**src/rtl/spqa_pkg.sv**
```systemverilog
// Shared constants and types for the sorted priority queue with aging.
package spqa_pkg;

   localparam int SPQA_DEPTH = 16;

   localparam logic [15:0] AGE_LIMIT_RESET = 16'd100;
   localparam logic [15:0] AGE_MAX         = 16'hFFFF;

   localparam logic OP_INSERT = 1'b0;
   localparam logic OP_TICK   = 1'b1;

   typedef enum logic [2:0] {
      ST_IDLE   = 3'b001,
      ST_EXEC   = 3'b010,
      ST_REPORT = 3'b100
   } spqa_state_type;

   // Commands from the controller to the datapath.
   typedef struct packed {
      logic latch_item;
      logic exec_item;
      logic load_rsp;
   } spqa_cmd_type;

endpackage

```
**src/rtl/spqa_ctrl.sv**
```systemverilog
// Controller state machine: accept one transfer, execute it, present the result.
module spqa_ctrl
   import spqa_pkg::*;
(
   input  logic         clock,
   input  logic         reset,
   input  logic         req_valid,
   output logic         req_stall,
   output logic         rsp_valid,
   input  logic         rsp_stall,
   output spqa_cmd_type cmd
);

   spqa_state_type state_ff, state_in;
   logic           rsp_valid_ff, rsp_valid_in;
   logic           rsp_free;

   assign rsp_free  = !rsp_valid_ff || !rsp_stall;
   assign req_stall = (state_ff != ST_IDLE);
   assign rsp_valid = rsp_valid_ff;

   always_comb begin
      state_in       = state_ff;
      cmd.latch_item = 1'b0;
      cmd.exec_item  = 1'b0;
      cmd.load_rsp   = 1'b0;
      rsp_valid_in   = rsp_valid_ff && rsp_stall;
      unique case (state_ff)
         ST_IDLE: begin
            if (req_valid) begin
               cmd.latch_item = 1'b1;
               state_in       = ST_EXEC;
            end
         end
         ST_EXEC: begin
            cmd.exec_item = 1'b1;
            state_in      = ST_REPORT;
         end
         ST_REPORT: begin
            // Wait until the output register is free, then load it.
            if (rsp_free) begin
               cmd.load_rsp = 1'b1;
               rsp_valid_in = 1'b1;
               state_in     = ST_IDLE;
            end
         end
         default: begin
            state_in = ST_IDLE;
         end
      endcase
   end

   always_ff @(posedge clock) begin
      if (reset) begin
         state_ff     <= ST_IDLE;
         rsp_valid_ff <= 1'b0;
      end else begin
         state_ff     <= state_in;
         rsp_valid_ff <= rsp_valid_in;
      end
   end

endmodule

```
**src/rtl/spqa_datapath.sv**
```systemverilog
// Datapath: row of queue cells with parallel compare, shift and aging, plus result register.
module spqa_datapath
   import spqa_pkg::*;
#(
   parameter int DEPTH = SPQA_DEPTH
) (
   input  logic         clock,
   input  logic         reset,
   input  spqa_cmd_type cmd,
   input  logic         req_opcode,
   input  logic [15:0]  req_job_id,
   input  logic [7:0]   req_job_priority,
   input  logic [11:0]  req_job_size,
   input  logic         csr_write,
   input  logic [15:0]  csr_age_limit,
   output logic [4:0]   rsp_queue_count,
   output logic         rsp_head_valid,
   output logic [15:0]  rsp_head_id,
   output logic [7:0]   rsp_head_priority,
   output logic [11:0]  rsp_head_size,
   output logic [15:0]  rsp_head_age,
   output logic         rsp_dropped,
   output logic         rsp_limit_reached
);

   localparam int CW = $clog2(DEPTH + 1);

   // Latched item
   logic        op_ff;
   logic [15:0] id_ff;
   logic [7:0]  pri_ff;
   logic [11:0] size_ff;

   logic [15:0] age_limit_ff;

   // Cells
   logic        valid_ff [DEPTH];
   logic        valid_in [DEPTH];
   logic [15:0] cid_ff   [DEPTH];
   logic [15:0] cid_in   [DEPTH];
   logic [7:0]  cpri_ff  [DEPTH];
   logic [7:0]  cpri_in  [DEPTH];
   logic [11:0] csize_ff [DEPTH];
   logic [11:0] csize_in [DEPTH];
   logic [15:0] cage_ff  [DEPTH];
   logic [15:0] cage_in  [DEPTH];
   logic        hit      [DEPTH];

   logic [CW-1:0] count_ff, count_in;
   logic          full;
   logic          dropped_ff, dropped_in;
   logic          reached_ff, reached_in;
   logic [31:0]   count_wide;

   assign full = (count_ff == CW'(DEPTH));

   always_comb begin
      reached_in = 1'b0;
      dropped_in = 1'b0;
      count_in   = count_ff;
      for (int i = 0; i < DEPTH; i++) begin
         valid_in[i] = valid_ff[i];
         cid_in[i]   = cid_ff[i];
         cpri_in[i]  = cpri_ff[i];
         csize_in[i] = csize_ff[i];
         cage_in[i]  = cage_ff[i];
         // Cell takes the new job or shifts: empty, or its key is not below the new one.
         hit[i] = !valid_ff[i] || (cpri_ff[i] > pri_ff) ||
                  ((cpri_ff[i] == pri_ff) && (csize_ff[i] >= size_ff));
      end
      if (cmd.exec_item) begin
         if (op_ff == OP_INSERT) begin
            if (full) begin
               dropped_in = 1'b1;
            end else begin
               count_in = count_ff + CW'(1);
               for (int i = 0; i < DEPTH; i++) begin
                  if (i > 0 && hit[(i > 0) ? i - 1 : 0]) begin
                     cid_in[i]   = cid_ff[(i > 0) ? i - 1 : 0];
                     cpri_in[i]  = cpri_ff[(i > 0) ? i - 1 : 0];
                     csize_in[i] = csize_ff[(i > 0) ? i - 1 : 0];
                     cage_in[i]  = cage_ff[(i > 0) ? i - 1 : 0];
                  end else if (hit[i]) begin
                     cid_in[i]   = id_ff;
                     cpri_in[i]  = pri_ff;
                     csize_in[i] = size_ff;
                     cage_in[i]  = '0;
                  end
                  valid_in[i] = valid_ff[i] || (i == 0) || valid_ff[(i > 0) ? i - 1 : 0];
               end
            end
         end else begin
            for (int i = 0; i < DEPTH; i++) begin
               if (valid_ff[i] && (cage_ff[i] != AGE_MAX)) begin
                  cage_in[i] = cage_ff[i] + 16'd1;
                  if (cage_in[i] == age_limit_ff) begin
                     reached_in = 1'b1;
                  end
               end
            end
         end
      end
   end

   always_ff @(posedge clock) begin
      if (cmd.latch_item) begin
         op_ff   <= req_opcode;
         id_ff   <= req_job_id;
         pri_ff  <= req_job_priority;
         size_ff <= req_job_size;
      end
      if (cmd.exec_item) begin
         dropped_ff <= dropped_in;
         reached_ff <= reached_in;
      end
      for (int i = 0; i < DEPTH; i++) begin
         cid_ff[i]   <= cid_in[i];
         cpri_ff[i]  <= cpri_in[i];
         csize_ff[i] <= csize_in[i];
         cage_ff[i]  <= cage_in[i];
      end
   end

   always_ff @(posedge clock) begin
      if (reset) begin
         count_ff     <= '0;
         age_limit_ff <= AGE_LIMIT_RESET;
         for (int i = 0; i < DEPTH; i++) begin
            valid_ff[i] <= 1'b0;
         end
      end else begin
         count_ff <= count_in;
         if (csr_write) begin
            age_limit_ff <= csr_age_limit;
         end
         for (int i = 0; i < DEPTH; i++) begin
            valid_ff[i] <= valid_in[i];
         end
      end
   end

   assign count_wide = 32'(count_ff);

   // Result register
   always_ff @(posedge clock) begin
      if (cmd.load_rsp) begin
         rsp_queue_count   <= count_wide[4:0];
         rsp_head_valid    <= valid_ff[0];
         rsp_head_id       <= valid_ff[0] ? cid_ff[0]   : '0;
         rsp_head_priority <= valid_ff[0] ? cpri_ff[0]  : '0;
         rsp_head_size     <= valid_ff[0] ? csize_ff[0] : '0;
         rsp_head_age      <= valid_ff[0] ? cage_ff[0]  : '0;
         rsp_dropped       <= dropped_ff;
         rsp_limit_reached <= reached_ff;
      end
   end

endmodule

```
**src/rtl/sorted_priority_queue_with_aging_core.sv**
```systemverilog
// Top level of the sorted priority queue with aging.
// Holds up to DEPTH jobs sorted by priority number, then size; the head is the
// lowest priority number with the smallest size. Each request transfer is either
// an insert (opcode 0) or a tick (opcode 1) that ages every entry by one,
// saturating at 65535; every request yields exactly one response transfer with
// the count and head entry after the operation. An insert into a full queue is
// dropped and flagged; a tick flags when any age becomes equal to age_limit.
// Each request is accepted, then executed, with every cell comparing its entry
// with the new job in parallel and shifting or aging, and then the response
// register is loaded. A new request is accepted only once the previous one has
// been loaded into the response register; that register frees the block while
// a result waits. age_limit is written through the csr channel (always ready)
// and should be written only while the block is idle; reset value is 100.
module sorted_priority_queue_with_aging_core
   import spqa_pkg::*;
#(
   parameter int DEPTH = SPQA_DEPTH
) (
   input  logic        clock,
   input  logic        reset,
   // request channel
   input  logic        req_valid,
   output logic        req_stall,
   input  logic        req_opcode,
   input  logic [15:0] req_job_id,
   input  logic [7:0]  req_job_priority,
   input  logic [11:0] req_job_size,
   // response channel
   output logic        rsp_valid,
   input  logic        rsp_stall,
   output logic [4:0]  rsp_queue_count,
   output logic        rsp_head_valid,
   output logic [15:0] rsp_head_id,
   output logic [7:0]  rsp_head_priority,
   output logic [11:0] rsp_head_size,
   output logic [15:0] rsp_head_age,
   output logic        rsp_dropped,
   output logic        rsp_limit_reached,
   // configuration channel
   input  logic        csr_valid,
   output logic        csr_ready,
   input  logic [15:0] csr_age_limit
);

   spqa_cmd_type cmd;

   // The register accepts a write every cycle.
   assign csr_ready = 1'b1;

   spqa_ctrl u_ctrl (
      .clock     (clock),
      .reset     (reset),
      .req_valid (req_valid),
      .req_stall (req_stall),
      .rsp_valid (rsp_valid),
      .rsp_stall (rsp_stall),
      .cmd       (cmd)
   );

   spqa_datapath #(
      .DEPTH (DEPTH)
   ) u_datapath (
      .clock             (clock),
      .reset             (reset),
      .cmd               (cmd),
      .req_opcode        (req_opcode),
      .req_job_id        (req_job_id),
      .req_job_priority  (req_job_priority),
      .req_job_size      (req_job_size),
      .csr_write         (csr_valid && csr_ready),
      .csr_age_limit     (csr_age_limit),
      .rsp_queue_count   (rsp_queue_count),
      .rsp_head_valid    (rsp_head_valid),
      .rsp_head_id       (rsp_head_id),
      .rsp_head_priority (rsp_head_priority),
      .rsp_head_size     (rsp_head_size),
      .rsp_head_age      (rsp_head_age),
      .rsp_dropped       (rsp_dropped),
      .rsp_limit_reached (rsp_limit_reached)
   );

endmodule

```
**config.mk**
```make
export PLATFORM = sky130hd
export DESIGN_NAME = sorted_priority_queue_with_aging_core
export DESIGN_NICKNAME = d
export VERILOG_FILES = /design/src/rtl/spqa_pkg.sv /design/src/rtl/spqa_ctrl.sv /design/src/rtl/spqa_datapath.sv /design/src/rtl/sorted_priority_queue_with_aging_core.sv
export SDC_FILE = /design/constraint.sdc
export NUM_CORES = 2
export LEC_CHECK = 0
export BUFFER_PORTS_ARGS = -buffer_cell sky130_fd_sc_hd__buf_2
export CORE_MARGIN = 2
export CORE_UTILIZATION = 55
export CTS_CLUSTER_DIAMETER = 200
export DETAILED_ROUTE_END_ITERATION = 12
export PLACE_DENSITY = 0.8
export SYNTH_ARGS = -nofsm -noshare
export SYNTH_HDL_FRONTEND = slang
export SYNTH_SLANG_ARGS = --single-unit
```
**constraint.sdc**
```tcl
create_clock -name clock -period 12.02 [get_ports clock]
set_clock_uncertainty 0.2 [all_clocks]
set_input_delay 2.404 -clock clock [delete_from_list [all_inputs] [get_ports clock]]
set_output_delay 2.404 -clock clock [all_outputs]
set_load 0.01 [all_outputs]
```
==> impl_metrics.csv <==
group,metric,value,unit
yosys,synth_top_area_frac,0.4498,
sta,setup_tns,0,ns
yosys,ys.flop_type,"edfxtp_1",
cts,cts_buffer_depth,3,
power,power,5760,µW
hold_path,hold_class,"register to register",
die,die_h,293.6,µm
cts,cts-resized-gates,0,
cts,clk_pin_slew,0.06,ns
yosys,synthTopCellsByCount,"691 x edfxtp_1, 561 x nand2_1, 403 x o21ai_0",
global_routing,grt_pass1_wl,197.0,mm
die,initial_core_util,0.5538,
yosys,synth_edf_count,691,
placed_design,port_buffers,119,
die,die_w,293.6,µm
drt,wirelength,127.1,mm
die,core_area,0.08329,mm²
yosys,syn-mean-instance-area,10.33,µm²
global_routing,grt_pass1_vias,34200,
power,ir_drop,0.1153,mV
yosys,synth_most_common_cell,"edfxtp_1",
cts,cts.sinks,732,
finish,nNetsFinal,4853,
critical_path,crit_arrival,5.43,ns
sta,finalMaxSlewViolations,0,
critical_path,worstPathRequired,12.08,ns
run_status,status,"finished clean",
cts,cts_tree,"yes",
flow_run,cap_viol_max_count,0,
sta,relSlewSlack,0.1742,
die,num_rows,106,
yosys,yosysTopAreaCell,"edfxtp_1",
critical_path,crit_fanout,41,
yosys,synthTopCellsByArea,"edfxtp_1 45%, ha_1 9.2%, nand2_1 4.6%",
sta,hold_viol,0,
global_routing,antenna_found_initial,5,
drt,first_iter_violations,3923,
drt,vias,36055,
yosys,ys_types,93,
power,cellLeakagePower,0.01876,µW
global_routing,overflow,0,
drt,ant_nets,0,
finish,fin_area,0.05027,mm²
global_routing,track_usage,0.2896,
sta,fmax,186.4,MHz
cts,htree_levels,3,
yosys,ys_ff_latch,732,
power,power_density,114.6,mW/mm²
critical_path,worst_setup_path_start_kind,"register",
yosys,syn-cell-area,0.04613,mm²
sta,rsz0062_at_grt,"no",
yosys,ys_seq_area_frac,0.4676,
cts,clock_latency,0.66,ns
yosys,yosys_warnings,0,
drt,vias_per_cell,6.437,
drt,drc_errors,0,
die,die-area,0.08620,mm²
finish,fin_util,0.6035,
yosys,synthesis.nets,4862,
sta,setup_viol,0,
placed_design,dpl_cell_area,0.04773,mm²
cts,cts_buffers,77,
cts,root_buffer,"clkbuf_16",
yosys,syn_inst,4466,
global_routing,grt_max_degree,163,
finish,drive_above_1_share,0.1171,
yosys,async_flop_share,0,
placed_design,gp_congestion,0.9508,
sta,worst_slew_pin_slew,1.239,ns
cts,hold_buffers,0,
sta,fin_crit_sh,0.4464,
placed_design,hpwlAfterDp,87.50,mm
finish,syn_to_final_growth,8.978,%
drt,wl_per_cell,22.69,µm
critical_path,criticalPathCategory,"register to register",
sta,fin_crit,5.365,ns
critical_path,crit_path_end_kind,"register",
drt,first_pass_iters,6,
die,ioPinCount,121,
cts,cts_setup_buffers,0,
-- path summary, 6_finish.rpt --
kind,start,endpoint,slack (ns),cells after the start
worst max-delay path,u_datapath.size_ff[1]$_DFFE_PP_,u_datapath.cage_ff[0][79]$_DFFE_PP_,6.65,11
worst min-delay path,u_datapath.id_ff[8]$_DFFE_PP_,u_datapath.cid_ff[0][8]$_DFFE_PP_,0.21,0
worst max register to register,u_datapath.size_ff[1]$_DFFE_PP_,u_datapath.cage_ff[0][79]$_DFFE_PP_,6.65,11
worst min register to register,u_datapath.id_ff[8]$_DFFE_PP_,u_datapath.cid_ff[0][8]$_DFFE_PP_,0.21,0
-- cells by family after synthesis --
| family | after synthesis | synth area share |
|---|---|---|
| muxes | 152 | 0.03654 |
| adders and majority gates | 339 | 0.09190 |
| buffers and inverters | 392 | 0.03282 |
| xor gates and xnor gates | 414 | 0.08178 |
| other | 1 | 0.00008130 |
| and+or+nand+nor | 1454 | 0.1524 |
| DFF | 732 | 0.4676 |
| AOI/OAI and AO/OA | 982 | 0.1368 |
-- critical path, stage by stage, from the launching register on --
cell and delay (ns):
edfxtp_1 0.52, clkinv_1 0.74, ha_1 0.61, a21o_1 0.11, a21oi_1 0.07, o21ai_0 0.20, a31oi_1 0.16, o2111ai_1 0.25
nand3_2 0.79, a21oi_2 0.38, buf_4 0.34, a41o_1 0.57
-- metal layers --
| metal | GRT usage | up-vias | wire [µm] |
|---|---|---|---|
| li1 | - | 16551 | - |
| met1 | 0.3970 | 17299 | 51720 |
| met2 | 0.4586 | 1874 | 58000 |
| met3 | 0.05431 | 329 | 12580 |
| met4 | 0.1080 | 2 | 4792 |
| met5 | 0 | - | 13 |
-- per-stage QoR --
stage | hold slack, ns | instances | setup WS [ns]
after floorplan | 0.2003 | 4466 | 6.058
after global placement | 0.2009 | 5458 | 6.889
after detailed placement | 0.2045 | 5458 | 6.791
after CTS | 0.2164 | 5598 | 6.741
after global routing | 0.2210 | 5600 | 6.264
final | 0.2131 | 5601 | 6.655
-- flip-flops by register name, summed over array words and instances, names as in the netlist, 3 cells and up --
name,cells
u_datapath.rsp_head_priority,8
u_datapath.rsp_head_id,16
u_datapath.rsp_head_age,16
u_datapath.pri_ff,8
u_datapath.id_ff,16
u_datapath.count_ff,5
u_ctrl.state_ff,3
u_datapath.cid_ff,16
u_datapath.rsp_queue_count,5
u_datapath.valid_ff,16
u_datapath.rsp_head_size,12
u_datapath.cpri_ff,128
u_datapath.age_limit_ff,16
u_datapath.cage_ff,256
u_datapath.csize_ff,192
u_datapath.size_ff,12
-- where the power goes --
part           total, µW  leakage, µW  switching (µW)  internal, µW
logic                493       0.0109             313           180
registers           2850      0.00666            38.5          2810
clock network       2420      0.00123            1070          1350
-- layout by cell type (no fill, tap or decap), types with 33 or more instances in the layout --
cell type	n
a21o_1	46
a21oi_1	109
a31o_2	64
and2_1	74
and3_1	43
buf_2	119
buf_4	65
clkbuf_16	80
clkinv_1	33
dfxtp_1	40
edfxtp_1	691
ha_1	338
inv_1	92
mux2_2	114
nand2_1	561
nand2b_1	33
nand3_1	174
nand4_1	103
nor2_1	232
nor3_1	52
nor4_1	38
o21a_1	54
o21ai_0	402
o22ai_1	53
xnor2_1	239
xor2_1	164
-- area by class of cell --
class / instances / area [µm²]
antenna: 3 / 7.507
sequential: 732 / 21570
multi-input combinational: 3342 / 23240
inverter: 118 / 450.4
tap: 1080 / 1351
timing repair buffer: 186 / 1124
clock buffer: 103 / 2128
fill: 6564 / 33020
clock inverter: 37 / 399.1
Power figures use the tool's default switching activity.
